$ cat config.mk
export PLATFORM = sky130hd
export DESIGN_NAME = button_event_classifier
export DESIGN_NICKNAME = d
export VERILOG_FILES = /design/src/hw/rtl/bec_pkg.sv /design/src/hw/rtl/button_event_classifier.sv
export SDC_FILE = /design/constraint.sdc
export NUM_CORES = 1
export LEC_CHECK = 0
export BUFFER_PORTS_ARGS = -buffer_cell sky130_fd_sc_hd__buf_2
export CORE_MARGIN = 4
export CORE_UTILIZATION = 65
export DETAILED_ROUTE_END_ITERATION = 8
export PLACE_DENSITY = 0.89
export SYNTH_ARGS = -nofsm -noshare
export SYNTH_HDL_FRONTEND = slang
export SYNTH_SLANG_ARGS = --single-unit
$ cat constraint.sdc
create_clock -name i_clk -period 11.8 [get_ports i_clk]
set_input_delay 1.77 -clock i_clk [delete_from_list [all_inputs] [get_ports i_clk]]
set_output_delay 1.77 -clock i_clk [all_outputs]
set_load 0.01 [all_outputs]
$ cat src/hw/rtl/bec_pkg.sv
// ----------------------------------------------------------------------------
// bec_pkg
// Shared codes, register map and reset values of the button event classifier.
// ----------------------------------------------------------------------------
package bec_pkg;

    // default timer width
    localparam int BEC_TIMER_WIDTH = 16;

    // register bus geometry
    localparam int ADDR_W = 5;
    localparam int DATA_W = 32;

    // register indexes (byte address is 4 * index)
    localparam logic [2:0] REG_MODE        = 3'd0;
    localparam logic [2:0] REG_DEBOUNCE    = 3'd1;
    localparam logic [2:0] REG_AUTORESET   = 3'd2;
    localparam logic [2:0] REG_BAND_SHORT  = 3'd3;
    localparam logic [2:0] REG_BAND_LONG   = 3'd4;
    localparam logic [2:0] REG_BAND_LONGER = 3'd5;
    localparam logic [2:0] REG_MODULUS     = 3'd6;

    // register reset values
    localparam logic [3:0]  RST_MODE        = 4'd0;
    localparam logic [15:0] RST_DEBOUNCE    = 16'd10;
    localparam logic [15:0] RST_AUTORESET   = 16'd1000;
    localparam logic [15:0] RST_BAND_SHORT  = 16'd2;
    localparam logic [15:0] RST_BAND_LONG   = 16'd100;
    localparam logic [15:0] RST_BAND_LONGER = 16'd300;
    localparam logic [7:0]  RST_MODULUS     = 8'd4;

    // operating modes
    localparam logic [3:0] MODE_OFF        = 4'd0;
    localparam logic [3:0] MODE_TOGGLE     = 4'd1;
    localparam logic [3:0] MODE_RELEASE    = 4'd2;
    localparam logic [3:0] MODE_COUNT_MAN  = 4'd3;
    localparam logic [3:0] MODE_COUNT_AUTO = 4'd4;
    localparam logic [3:0] MODE_PUSH       = 4'd5;
    localparam logic [3:0] MODE_LATCH      = 4'd6;
    localparam logic [3:0] MODE_CONTINUOUS = 4'd7;
    localparam logic [3:0] MODE_TIMED2     = 4'd8;
    localparam logic [3:0] MODE_TIMED3     = 4'd9;

    // input actions
    localparam logic [1:0] ACT_SAMPLE  = 2'd0;
    localparam logic [1:0] ACT_CLEAR   = 2'd1;
    localparam logic [1:0] ACT_HOLDOFF = 2'd2;

    // event codes
    localparam logic [2:0] EV_NONE   = 3'd0;
    localparam logic [2:0] EV_ON     = 3'd1;
    localparam logic [2:0] EV_OFF    = 3'd2;
    localparam logic [2:0] EV_LONG   = 3'd3;
    localparam logic [2:0] EV_LONGER = 3'd4;
    localparam logic [2:0] EV_COUNT  = 3'd5;

    // switch states
    localparam logic [1:0] ST_OFF    = 2'd0;
    localparam logic [1:0] ST_ON     = 2'd1;
    localparam logic [1:0] ST_LONG   = 2'd2;
    localparam logic [1:0] ST_LONGER = 2'd3;

    // one result item
    typedef struct packed {
        logic [2:0] event_res;
        logic [1:0] switch_state;
        logic [7:0] count_value;
    } t_result;

endpackage

$ cat src/hw/rtl/button_event_classifier.sv
// ----------------------------------------------------------------------------
// button_event_classifier
// Debounce, edge, counter and press-duration classifier for one pushbutton.
// ----------------------------------------------------------------------------
// Usage:
//   Input channel (i_in_valid / o_in_stall) carries an action and a sampled
//   active-low button level; every accepted item yields exactly one result
//   on the output channel (o_out_valid / i_out_stall) with event code,
//   switch state and counter value.
//   A result is registered: it is loaded into the output register (or the
//   skid register while the output is held) when its item is accepted. One
//   item per cycle is taken while o_in_stall is low, set by the single state
//   update between the input and the result register.
//   A skid register behind the output register lets one more item in while a
//   result is held by a stalled receiver; o_in_stall rises only when both are
//   full, so nothing is lost or repeated.
//   Configuration goes through the APB-style port, register i at byte 4*i; the
//   user writes only while the block is idle (not enforced); reads return it.
//   Reset (i_rst_n low, synchronous) restores register defaults, clears all
//   button state and empties the output stages.
// ----------------------------------------------------------------------------
module button_event_classifier #(
    parameter int TIMER_WIDTH = bec_pkg::BEC_TIMER_WIDTH
) (
    input  logic                       i_clk,
    input  logic                       i_rst_n,
    // input channel
    input  logic                       i_in_valid,
    output logic                       o_in_stall,
    input  logic [1:0]                 i_action,
    input  logic                       i_pin_level,
    // output channel
    output logic                       o_out_valid,
    input  logic                       i_out_stall,
    output logic [2:0]                 o_event_res,
    output logic [1:0]                 o_switch_state,
    output logic [7:0]                 o_count_value,
    // configuration port
    input  logic                       psel,
    input  logic                       penable,
    input  logic                       pwrite,
    input  logic [bec_pkg::ADDR_W-1:0] paddr,
    input  logic [bec_pkg::DATA_W-1:0] pwdata,
    output logic [bec_pkg::DATA_W-1:0] prdata,
    output logic                       pready
);

    localparam int CmpW = (TIMER_WIDTH > 16) ? TIMER_WIDTH : 16;
    localparam logic [TIMER_WIDTH-1:0] TimerMax = {TIMER_WIDTH{1'b1}};

    // configuration registers
    logic [3:0]  r_mode;
    logic [15:0] r_debounce_limit;
    logic [15:0] r_autoreset_limit;
    logic [15:0] r_band_short;
    logic [15:0] r_band_long;
    logic [15:0] r_band_longer;
    logic [7:0]  r_count_modulus;

    // button state
    logic                   r_last_level,      n_last_level;
    logic                   r_held_flag,       n_held_flag;
    logic                   r_release_pending, n_release_pending;
    logic [TIMER_WIDTH-1:0] r_hold_ticks,      n_hold_ticks;
    logic [TIMER_WIDTH-1:0] r_debounce_ticks,  n_debounce_ticks;
    logic [TIMER_WIDTH-1:0] r_idle_ticks,      n_idle_ticks;
    logic [7:0]             r_press_count,     n_press_count;
    logic [1:0]             r_state_code,      n_state_code;

    // output and skid stages
    logic             r_out_valid;
    bec_pkg::t_result r_out;
    logic             r_skd_valid;
    bec_pkg::t_result r_skd;

    logic             in_acc;
    logic             out_free;
    logic             cfg_wr;
    logic [2:0]       cfg_idx;
    logic             pressed;
    logic             counting;
    logic [2:0]       ev;
    logic [8:0]       cnt_inc;
    bec_pkg::t_result res;

    // handshake
    assign in_acc     = i_in_valid && !r_skd_valid;
    assign out_free   = !r_out_valid || !i_out_stall;
    assign o_in_stall = r_skd_valid;

    assign o_out_valid    = r_out_valid;
    assign o_event_res    = r_out.event_res;
    assign o_switch_state = r_out.switch_state;
    assign o_count_value  = r_out.count_value;

    // register bus decode
    assign pready  = 1'b1;
    assign cfg_idx = paddr[4:2];
    assign cfg_wr  = psel && penable && pwrite && pready;

    always_comb begin
        prdata = '0;
        case (cfg_idx)
            bec_pkg::REG_MODE:        prdata = {28'd0, r_mode};
            bec_pkg::REG_DEBOUNCE:    prdata = {16'd0, r_debounce_limit};
            bec_pkg::REG_AUTORESET:   prdata = {16'd0, r_autoreset_limit};
            bec_pkg::REG_BAND_SHORT:  prdata = {16'd0, r_band_short};
            bec_pkg::REG_BAND_LONG:   prdata = {16'd0, r_band_long};
            bec_pkg::REG_BAND_LONGER: prdata = {16'd0, r_band_longer};
            bec_pkg::REG_MODULUS:     prdata = {24'd0, r_count_modulus};
            default:                  prdata = '0;
        endcase
    end

    // configuration write
    always_ff @(posedge i_clk) begin
        if (!i_rst_n) begin
            r_mode            <= bec_pkg::RST_MODE;
            r_debounce_limit  <= bec_pkg::RST_DEBOUNCE;
            r_autoreset_limit <= bec_pkg::RST_AUTORESET;
            r_band_short      <= bec_pkg::RST_BAND_SHORT;
            r_band_long       <= bec_pkg::RST_BAND_LONG;
            r_band_longer     <= bec_pkg::RST_BAND_LONGER;
            r_count_modulus   <= bec_pkg::RST_MODULUS;
        end else if (cfg_wr) begin
            case (cfg_idx)
                bec_pkg::REG_MODE:        r_mode            <= pwdata[3:0];
                bec_pkg::REG_DEBOUNCE:    r_debounce_limit  <= pwdata[15:0];
                bec_pkg::REG_AUTORESET:   r_autoreset_limit <= pwdata[15:0];
                bec_pkg::REG_BAND_SHORT:  r_band_short      <= pwdata[15:0];
                bec_pkg::REG_BAND_LONG:   r_band_long       <= pwdata[15:0];
                bec_pkg::REG_BAND_LONGER: r_band_longer     <= pwdata[15:0];
                bec_pkg::REG_MODULUS:     r_count_modulus   <= pwdata[7:0];
                default: ;
            endcase
        end
    end

    // next button state and event for the incoming item
    always_comb begin
        n_last_level      = r_last_level;
        n_held_flag       = r_held_flag;
        n_release_pending = r_release_pending;
        n_hold_ticks      = r_hold_ticks;
        n_debounce_ticks  = r_debounce_ticks;
        n_idle_ticks      = r_idle_ticks;
        n_press_count     = r_press_count;
        n_state_code      = r_state_code;
        ev                = bec_pkg::EV_NONE;
        pressed           = !i_pin_level;
        counting          = (r_mode == bec_pkg::MODE_COUNT_MAN) ||
                            (r_mode == bec_pkg::MODE_COUNT_AUTO);
        cnt_inc           = '0;

        case (i_action)
            bec_pkg::ACT_SAMPLE: begin
                case (r_mode)
                    bec_pkg::MODE_TOGGLE: begin
                        if (i_pin_level != r_last_level) begin
                            if (pressed) begin
                                n_state_code = bec_pkg::ST_ON;
                                ev           = bec_pkg::EV_ON;
                            end else begin
                                n_state_code = bec_pkg::ST_OFF;
                                ev           = bec_pkg::EV_OFF;
                            end
                            n_last_level = i_pin_level;
                        end
                    end
                    bec_pkg::MODE_RELEASE, bec_pkg::MODE_COUNT_MAN,
                    bec_pkg::MODE_COUNT_AUTO: begin
                        if (pressed) begin
                            n_held_flag       = 1'b1;
                            n_release_pending = 1'b1;
                            n_state_code      = bec_pkg::ST_ON;
                        end else begin
                            n_held_flag  = 1'b0;
                            n_state_code = bec_pkg::ST_OFF;
                            // idle timeout clears a nonzero counter
                            if (r_mode == bec_pkg::MODE_COUNT_AUTO &&
                                r_press_count != 8'd0) begin
                                n_idle_ticks = (r_idle_ticks == TimerMax) ?
                                               r_idle_ticks : r_idle_ticks + 1'b1;
                                if (CmpW'(r_idle_ticks) > CmpW'(r_autoreset_limit)) begin
                                    n_press_count = 8'd0;
                                    n_idle_ticks  = '0;
                                    ev            = bec_pkg::EV_COUNT;
                                end
                            end
                        end
                        // release completes a press
                        if (!n_held_flag && n_release_pending) begin
                            if (r_mode == bec_pkg::MODE_RELEASE) begin
                                ev = bec_pkg::EV_ON;
                            end else begin
                                n_idle_ticks = '0;
                                cnt_inc      = {1'b0, n_press_count} + 9'd1;
                                if (r_count_modulus != 8'd0 &&
                                    cnt_inc >= {1'b0, r_count_modulus}) begin
                                    n_press_count = 8'd0;
                                end else begin
                                    n_press_count = cnt_inc[7:0];
                                end
                                ev = bec_pkg::EV_COUNT;
                            end
                            n_release_pending = 1'b0;
                        end
                    end
                    bec_pkg::MODE_PUSH, bec_pkg::MODE_LATCH: begin
                        if (pressed) begin
                            n_debounce_ticks = '0;
                            if (!r_held_flag) begin
                                if (r_mode == bec_pkg::MODE_LATCH &&
                                    r_state_code == bec_pkg::ST_ON) begin
                                    n_state_code = bec_pkg::ST_OFF;
                                    ev           = bec_pkg::EV_OFF;
                                end else begin
                                    n_state_code = bec_pkg::ST_ON;
                                    ev           = bec_pkg::EV_ON;
                                end
                                n_held_flag = 1'b1;
                            end
                        end else begin
                            if (r_mode == bec_pkg::MODE_PUSH) begin
                                n_state_code = bec_pkg::ST_OFF;
                            end
                            // rearm once released long enough
                            n_debounce_ticks = (r_debounce_ticks == TimerMax) ?
                                               r_debounce_ticks : r_debounce_ticks + 1'b1;
                            if (CmpW'(r_debounce_ticks) > CmpW'(r_debounce_limit)) begin
                                n_held_flag      = 1'b0;
                                n_debounce_ticks = '0;
                            end
                        end
                    end
                    bec_pkg::MODE_CONTINUOUS: begin
                        if (pressed) begin
                            n_state_code = bec_pkg::ST_ON;
                            ev           = bec_pkg::EV_ON;
                        end else begin
                            n_state_code = bec_pkg::ST_OFF;
                        end
                    end
                    bec_pkg::MODE_TIMED2, bec_pkg::MODE_TIMED3: begin
                        if (pressed) begin
                            n_held_flag       = 1'b1;
                            n_release_pending = 1'b1;
                            n_hold_ticks      = (r_hold_ticks == TimerMax) ?
                                                r_hold_ticks : r_hold_ticks + 1'b1;
                        end else begin
                            n_held_flag = 1'b0;
                        end
                        // classify the press length on release
                        if (!n_held_flag && n_release_pending) begin
                            if (r_mode == bec_pkg::MODE_TIMED3 &&
                                CmpW'(n_hold_ticks) >= CmpW'(r_band_longer)) begin
                                n_state_code = bec_pkg::ST_LONGER;
                                ev           = bec_pkg::EV_LONGER;
                            end else if (CmpW'(n_hold_ticks) >= CmpW'(r_band_long)) begin
                                n_state_code = bec_pkg::ST_LONG;
                                ev           = bec_pkg::EV_LONG;
                            end else if (CmpW'(n_hold_ticks) >= CmpW'(r_band_short)) begin
                                if (r_state_code != bec_pkg::ST_OFF) begin
                                    n_state_code = bec_pkg::ST_OFF;
                                    ev           = bec_pkg::EV_OFF;
                                end else begin
                                    n_state_code = bec_pkg::ST_ON;
                                    ev           = bec_pkg::EV_ON;
                                end
                            end
                            n_hold_ticks      = '0;
                            n_release_pending = 1'b0;
                        end
                    end
                    default: ;
                endcase
            end
            bec_pkg::ACT_CLEAR: begin
                if (counting && r_press_count != 8'd0) begin
                    n_idle_ticks  = '0;
                    n_press_count = 8'd0;
                    ev            = bec_pkg::EV_COUNT;
                end
            end
            bec_pkg::ACT_HOLDOFF: begin
                n_idle_ticks = '0;
            end
            default: ;
        endcase

        res.event_res    = ev;
        res.switch_state = n_state_code;
        res.count_value  = counting ? n_press_count : 8'd0;
    end

    // button state update
    always_ff @(posedge i_clk) begin
        if (!i_rst_n) begin
            r_last_level      <= 1'b1;
            r_held_flag       <= 1'b0;
            r_release_pending <= 1'b0;
            r_hold_ticks      <= '0;
            r_debounce_ticks  <= '0;
            r_idle_ticks      <= '0;
            r_press_count     <= 8'd0;
            r_state_code      <= bec_pkg::ST_OFF;
        end else if (in_acc) begin
            r_last_level      <= n_last_level;
            r_held_flag       <= n_held_flag;
            r_release_pending <= n_release_pending;
            r_hold_ticks      <= n_hold_ticks;
            r_debounce_ticks  <= n_debounce_ticks;
            r_idle_ticks      <= n_idle_ticks;
            r_press_count     <= n_press_count;
            r_state_code      <= n_state_code;
        end
    end

    // output register with skid stage
    always_ff @(posedge i_clk) begin
        if (!i_rst_n) begin
            r_out_valid <= 1'b0;
            r_skd_valid <= 1'b0;
        end else begin
            if (out_free) begin
                if (r_skd_valid) begin
                    r_out_valid <= 1'b1;
                    r_out       <= r_skd;
                    r_skd_valid <= 1'b0;
                end else begin
                    r_out_valid <= in_acc;
                    if (in_acc) begin
                        r_out <= res;
                    end
                end
            end else if (in_acc) begin
                r_skd_valid <= 1'b1;
                r_skd       <= res;
            end
        end
    end

endmodule
==> results of run 1 <==
-- cell type report --
| cell class | instances | area share [%] |
|---|---|---|
| sequential | 181 | 30.9 |
| inverter | 98 | 2.93 |
| timing repair buffer | 69 | 2.95 |
| multi-input combinational | 1136 | 56.2 |
| clock buffer | 18 | 3.59 |
| clock inverter | 14 | 1.19 |
| tap | 225 | 2.24 |
-- cells in the mapped netlist (9+ instances only) --
cell type | n | share of area [%]
o21ai_0 | 63 | 2.7
xnor2_1 | 12 | 0.90
nand2b_1 | 10 | 0.54
nand4_1 | 19 | 1.0
nor2b_1 | 21 | 1.1
a22oi_1 | 14 | 0.90
xor2_1 | 16 | 1.2
buf_4 | 18 | 1.2
buf_2 | 17 | 0.73
and4_1 | 9 | 0.68
o31ai_1 | 14 | 0.90
clkbuf_1 | 47 | 1.5
ha_1 | 96 | 10
dfxtp_1 | 155 | 27
mux2i_1 | 23 | 2.0
mux2_2 | 9 | 0.87
o211ai_1 | 28 | 1.8
a31oi_1 | 13 | 0.70
nor2_1 | 104 | 3.3
or3_1 | 11 | 0.59
a32oi_1 | 9 | 0.68
nand3_1 | 49 | 2.1
and3_1 | 22 | 1.2
edfxtp_1 | 26 | 6.7
and2_1 | 10 | 0.54
inv_1 | 95 | 3.1
nor3_1 | 25 | 1.1
o21ai_1 | 13 | 0.56
o22ai_1 | 9 | 0.48
a21oi_1 | 155 | 6.7
nand2_1 | 247 | 8.0
a221oi_1 | 9 | 0.68
-- stage by stage --
step           util (%)  std cells
6_report           72.1       1741
5_1_grt            72.1       1741
4_1_cts            72.1       1741
3_5_place_dp       68.6       1709
3_3_place_gp       68.6       1709
2_1_floorplan         -       1502
-- critical path, cell delays in order --
cell and delay [ns]:
buf_2 0.39, clkinv_1 0.56, nor3_1 0.40, nand2_1 0.33
and2_1 0.31, ha_1 0.25, nand3_1 0.19, xor2_1 0.17
nor2_1 0.07, ha_1 0.31, o21a_1 0.17, o21ai_0 0.13
a21oi_1 0.07, o221ai_1 0.42, nand2_1 0.30, or4_4 0.53
o21bai_1 0.20, a32o_1 0.22
-- sequential cells by signal, summed over array words and instances, names as in the netlist, 2 cells and up --
name / cells
r_autoreset_limit: 16
r_band_long: 16
r_band_longer: 16
r_band_short: 16
r_debounce_limit: 16
r_debounce_ticks: 16
r_hold_ticks: 16
r_idle_ticks: 16
r_skd: 13
o_count_value: 8
r_count_modulus: 8
r_press_count: 8
r_mode: 4
o_event_res: 3
o_switch_state: 2
r_state_code: 2
-- layer usage --
layer / part of all wire (%) / global-route usage (%) / routed length [µm] / vias to the layer above
met4: 3.9 / 14.8 / 1360 / 0
met3: 12 / 8.43 / 4230 / 127
li1: - / - / - / 5317
met2: 44 / 52.0 / 15400 / 772
met1: 40 / 46.2 / 13900 / 5381
met5: 0 / 0 / 0 / -
-- cells by family (layout without fill, tap and decap cells) --
family / after synthesis / count (layout) / share of synthesized area, %
fa+ha+maj: 96 / 96 / 10.3
buf+inv: 185 / 199 / 6.85
other cells: 2 / 17 / 0.0644
mux: 33 / 33 / 3.04
simple gates: 564 / 564 / 22.8
xor+xnor: 28 / 28 / 2.10
compound gates: 398 / 398 / 21.6
flops: 181 / 181 / 33.3
-- final timing paths --
path | cells past startpoint | slack (ns) | to | startpoint
min reg2reg | 2 | 0.46 | r_band_short[3]$_SDFFE_PN0P_ | r_band_short[3]$_SDFFE_PN0P_
max reg2reg | 19 | 6.09 | o_count_value[5]$_DFFE_PP_ | r_mode[2]$_SDFFE_PN0P_
max | 18 | 5.29 | o_count_value[5]$_DFFE_PP_ | i_pin_level
min | 2 | 0.46 | r_band_short[3]$_SDFFE_PN0P_ | r_band_short[3]$_SDFFE_PN0P_
-- power breakdown --
group / leakage [nW] / total (mW) / switching [mW] / internal [mW]
Combinational: 2.97 / 0.0944 / 0.0692 / 0.0253
Sequential: 1.50 / 0.632 / 0.00380 / 0.629
Clock: 0.292 / 0.588 / 0.291 / 0.296
==> metrics.md, run 1 <==
| Metric | Value |
|---|---|
| Outcome | `finished clean` |
| Routability cong. | `a little under 1` |
| Synth Flop Type | `dfxtp_1` |
| Period utilization | `roughly 55%` |
| Hold-fix buffers, CTS | `0` |
| Initial antenna violation count | `0` |
| Die Ht | `between 100 and 150 µm` |
| Post-synthesis sequential area ratio | `33.3%` |
| Core ar. | `approximately 17000 µm²` |
| Worst path required time | `about 12 ns` |
| YS warnings | `0` |
| GRT Total Usage | `roughly 34%` |
| Final hold violations | `0` |
| Slew @ Worst Pin | `1.28 ns` |
| Clk Latency, worst-skew pair | `between 0.4 and 0.5 ns` |
| Area Growth Syn to Fin | `7.68%` |
| Die area | `between 20000 and 25000 µm²` |
| Slew HR | `around 15%` |
| # rows | `48` |
| Layout cells sized above 1 | `9.30%` |
| Antenna diodes | `0` |
| Pre-CTS WS | `~5.1 ns` |
| Post-DRT Antenna Nets | `0` |
| Setup TNS | `0 ns` |
| Via Count | `approximately 12000` |
| 1st-pass router iterations | `6` |
| Worst setup EP type | `flip-flop` |
| Most frequent cells in the layout | `nand2_1, a21oi_1, dfxtp_1` |
| IO buf count | `59` |
| Worst hold path type | `reg2reg` |
| Final hold slack | `0.457 ns` |
| Initial core utilization | `between 60% and 70%` |
| Post-synth ARST share | `0%` |
| H-tree depth | `4` |
| Clock sink count | `between 150 and 200` |
| DRT iter0 DRCs | `1492` |
| Max clock buf depth | `2` |
| Crit Path Category | `in2reg` |
| Fmax achieved | `between 150 and 200 MHz` |
| Power Total | `between 1 and 1.5 mW` |
| Crit Path Max Fanout | `18` |
| Final #Nets | `1646` |
| # Post-CTS Setup Buffers | `0` |
| Most common cell after layout, fill and taps aside | `nand2_1` |
| Gr ovfl total | `0` |
| Chip Width | `142 µm` |
| IO Count | `95` |
| Post-synthesis instance total | `1487` |
| Endpoints failing setup | `0` |
| DRC viols | `0` |
| Sequential cell area | `3880 µm²` |
| Dpl hpwl | `approximately 25000 µm` |
| Placed Instance Area | `approximately 12000 µm²` |
| Area occupied by multi-input gates | `a little over 7000 µm²` |
| Clock Pin Slew Worst Setup and Hold Paths | `approximately 0.070 ns` |
| Largest net degree at the start of global routing | `93` |
| Cts repair resizes | `0` |
| CTS tree | `yes` |
| Count of different cell masters after synthesis | `slightly below 90` |
| Worst EP arrival | `approximately 7 ns` |
| Wire per inst | `about 20 µm` |
| Max Cap Viol | `0` |
| FF+latch count, synth | `between 150 and 200` |
| Cts bufs inserted | `17` |
| Clk root buf | `clkbuf_16` |
| Routed WL | `around 35000 µm` |
| P_leak | `4.77 nW` |
| Worst setup margin | `between 5 and 6 ns` |
| DR vias/cell | `6.66` |
| Post-synth EDFFs | `26` |
| Via count of the first global-routing pass | `around 10000` |
| Fill cells | `around 1400` |
| Slew Viols, Final | `0` |
| Worst vdd ir | `0.112 mV` |
| Mapped cell area | `~12000 µm²` |
| Clock Skews | `about 0.011 ns` |
| Critical path startpoint category | `input port` |
| Post-route cell area | `~13000 µm²` |
| PwrDens | `105 nW/µm²` |
| Min Tclk post-route | `between 6 and 7 ns` |
| First-pass GRT wire length | `roughly 55000 µm` |
| Mean area per synthesized cell | `around 7.8 µm²` |
| RSZ-0062 raised after global routing | `false` |
(Power assumes the default switching activity.)
==> inputs of run 2 (changes only) <==
Settings changed: ABC_AREA set to 1, CORE_UTILIZATION 65 to 55, PLACE_DENSITY 0.89 to 0.8.
Clock period 11.8 ns to 5.8 ns, I/O delays scaled along.
==> run 2 against run 1 <==
Power rose by 100%. Non-clock buffer count fell by 5. Design area decreased by 0.96%. Synthesized cell count is 8.0% higher. Register-to-register slack worse by 4.8 ns. First-iteration DRC count fell by 21%. Largest power group unchanged. Critical endpoint is now o_event_res[1]$_DFFE_PP_. Routed wire length shrank 13%. Sequential share of layout area rose by 0.30 points.
==> metrics.md, run 2 <==
| Metric | Value |
|---|---|
| Endpoints failing setup | `0` |
| Clk Latency, worst-skew pair | `0.44 ns` |
| Initial antenna violation count | `0` |
| RSZ-0062 raised after global routing | `false` |
| Die area | `around 23000 µm²` |
| DRC viols | `0` |
| Max clock buf depth | `2` |
| WHS Endpoint | `o_in_stall$_SDFFE_PP0P_` |
| Final core utilization | `approximately 61%` |
| Most common cell on crit path | `nand2_1` |
| Synth top area cells | `dfxtp_1, ha_1, nand2_1, a21oi_1, inv_1` |
| Critical R2R Capture | `o_event_res[1]$_DFFE_PP_` |
| Initial core utilization | `56.4%` |
| DRT iter0 DRCs | `about 1200` |
| Post-synth ARST share | `0%` |
| Area occupied by multi-input gates | `around 6400 µm²` |
| Post-synthesis adder-cell area fraction | `roughly a tenth` |
| Crit Path Category | `reg2reg` |
| Clk root buf | `clkbuf_16` |
| Worst hold path type | `reg2reg` |
| Post-synthesis sequential area ratio | `about a third` |
| Count leader, synth | `nand2_1` |
| Clock Pin Slew Worst Setup and Hold Paths | `0.08 ns` |
| Min-Delay Startpoint | `o_out_valid$_SDFFE_PN0P_` |
| Min Tclk post-route | `4.48 ns` |
| Compound-Gate Fraction of Synth Area | `between 20% and 30%` |
| Dpl hpwl | `approximately 23000 µm` |
| Period utilization | `about 77%` |
| DR vias/cell | `between 5 and 6` |
| FF+latch count, synth | `181` |
| Worst vdd ir | `around 0.16 mV` |
| Hold Path Depth | `2` |
| Fill cells | `~1800` |
| Routed WL | `around 30000 µm` |
| Cts repair resizes | `0` |
| Most common cell after layout, fill and taps aside | `nand2_1` |
| Area Growth Syn to Fin | `8.26%` |
| Most area-hungry cell type in the Yosys netlist | `dfxtp_1` |
| Worst setup margin | `between 1 and 1.5 ns` |
| Setup TNS | `0 ns` |
| Post-Synth XOR/XNOR Area | `under 10%` |
| Critical path startpoint category | `flip-flop` |
| Combinational Power Share | `approximately a tenth` |
| Main combinational cell family by area after synthesis | `simple AND/OR/NAND/NOR gates` |
| Via Count | `between 10000 and 15000` |
| Post-DRT Antenna Nets | `0` |
| Clock Skews | `roughly 0.015 ns` |
| GRT Total Usage | `around a quarter` |
| Synth cell count leaders | `nand2_1, inv_1, a21oi_1` |
| Critical-path top delay cell | `o41ai_1` |
| Chip Width | `152 µm` |
| Final #Nets | `1780` |
| Cts bufs inserted | `17` |
| PwrDens | `approximately 220 nW/µm²` |
| Multiplexer area fraction after synthesis | `0%` |
| First-pass GRT wire length | `between 40000 and 50000 µm` |
| Sw Share | `26.9%` |
| IO Count | `95` |
| Pre-CTS WS | `around 1.2 ns` |
| # Post-CTS Setup Buffers | `0` |
| IO buf count | `roughly 60` |
| YS warnings | `0` |
| Final hold violations | `0` |
| Clock sink count | `181` |
| Share of power burned in registers | `~49%` |
| R2R cell count | `25` |
| Slew @ Worst Pin | `around 1.2 ns` |
| Largest net degree at the start of global routing | `99` |
| Max Cap Viol | `0` |
| Crit Path Max Fanout | `5` |
| P_leak | `roughly 5.3 nW` |
| Simple-Gate Fraction of Synth Area | `between 20% and 30%` |
| 1st-pass router iterations | `8` |
| Synth Flop Type | `dfxtp_1` |
| Fmax achieved | `between 200 and 250 MHz` |
| Worst setup EP type | `flip-flop` |
| Outcome | `finished clean` |
| Layout cells sized above 1 | `a little over 8%` |
| Worst path required time | `about 6.0 ns` |
| Dpl cells | `between 1500 and 2000` |
| Core ar. | `roughly 20000 µm²` |
| Mean area per synthesized cell | `just over 7 µm²` |
| Count of different cell masters after synthesis | `60` |
| Hold-fix buffers, CTS | `0` |
| Worst EP arrival | `roughly 4.7 ns` |
| Gr ovfl total | `0` |
| Antenna diodes | `0` |
| CTS tree | `yes` |
| Routability cong. | `0.974` |
| H-tree depth | `4` |
| Sw power | `about 0.7 mW` |
| Yosys top cell area share | `between 20% and 30%` |
| R2r startpoint | `r_hold_ticks[0]$_SDFFE_PN0P_` |
| Via count of the first global-routing pass | `between 9000 and 10000` |
| Most frequent cells in the layout | `nand2_1, inv_1, a21oi_1` |
| Wire per inst | `roughly 16 µm` |
| Final Non-Filler Cells | `roughly 1900` |
| Sequential cell area | `3880 µm²` |
| Int Pwr | `between 1.5 and 2 mW` |
| Slowest stage delay, CP | `0.67 ns` |
| Slew Viols, Final | `0` |
| Post-synthesis instance total | `between 1500 and 2000` |
| Slew HR | `~22%` |
| Mapped cell area | `roughly 11000 µm²` |
| # rows | `52` |
| Clk pwr share | `roughly two fifths` |
| Die Ht | `between 150 and 200 µm` |
| Reg2reg setup slack | `between 1 and 1.5 ns` |
| Post-synth EDFFs | `26` |
run 2: changes by cell type in the layout (fill, tap and decap cells not counted), sizes merged, moves of 12 or more:
cell	before	now
inv	106	238
nand2	248	312
o21ai	76	138
a21oi	156	189
nand3	52	78
mux2i	23	0
nor2b	21	0
and3	22	2
o211ai	28	11
a22oi	14	0
o221ai	4	16
o22ai	9	21
o31ai	14	2
run 2: worst max path at each step:
| stage | startpoint | to | slack [ns] |
|---|---|---|---|
| floorplan | i_pin_level | o_count_value[5]$_DFFE_PP_ | 1.87 |
| global placement | i_pin_level | o_event_res[1]$_DFFE_PP_ | 1.26 |
| detailed placement | i_pin_level | o_event_res[1]$_DFFE_PP_ | 1.23 |
| CTS | r_hold_ticks[0]$_SDFFE_PN0P_ | o_event_res[1]$_DFFE_PP_ | 1.38 |
| global route | r_hold_ticks[0]$_SDFFE_PN0P_ | o_switch_state[1]$_DFFE_PP_ | 1.05 |
| finish | r_hold_ticks[0]$_SDFFE_PN0P_ | o_event_res[1]$_DFFE_PP_ | 1.32 |
run 2: critical path: cells and delay by family (launching register included):
family	cells	cell delay [ns]
AND/OR/NAND/NOR	17	2.07
AO/OA/AOI/OAI	2	0.89
adder cells (fa/ha/maj)	2	0.56
flip-flops	1	0.35
buffers and inverters	3	0.22
XOR/XNOR	1	0.16
run 2: power groups by stage:
stage	registers (mW)	logic, mW	clock network [mW]
4_1_cts	1.31	0.246	1.13
2_1_floorplan	1.33	0.172	0
3_3_place_gp	1.33	0.239	0
5_1_grt	1.31	0.279	1.19
6_report	1.31	0.250	1.12
3_5_place_dp	1.33	0.244	0
run 2: final cells by class:
class	instances	share of cell area [%]
multi-input combinational	1137	51.7
sequential	181	31.2
inverter	236	7.13
clock buffer	21	3.80
tap	270	2.72
timing repair buffer	64	2.68
clock inverter	11	0.705
run 2: metrics by stage:
| step | total power [mW] | hold slack (ns) | instance area, µm² |
|---|---|---|---|
| finish | 2.68 | 0.463 | 12400 |
| global route | 2.77 | 0.486 | 12400 |
| CTS | 2.69 | 0.466 | 12400 |
| detailed placement | 1.58 | 0.455 | 11900 |
| global placement | 1.57 | 0.448 | 11900 |
| floorplan | 1.50 | 0.440 | 11500 |
run 2: cell families after synthesis:
logic type               Yosys count
AND/OR/NAND/NOR                  572
AO/OA/AOI/OAI                    424
buffers and inverters            303
flip-flops                       181
adder cells (fa/ha/maj)           96
XOR/XNOR                          28
other                              2
run 2: routing by layer:
metal	part of all wire (%)	wire length, µm	vias up	GRT usage (%)
met5	0	0	-	0
met3	7.2	2180	51	4.49
met4	2.1	628	0	7.21
met2	46	14000	430	42.0
met1	45	13600	4949	35.4
li1	-	-	5443	-
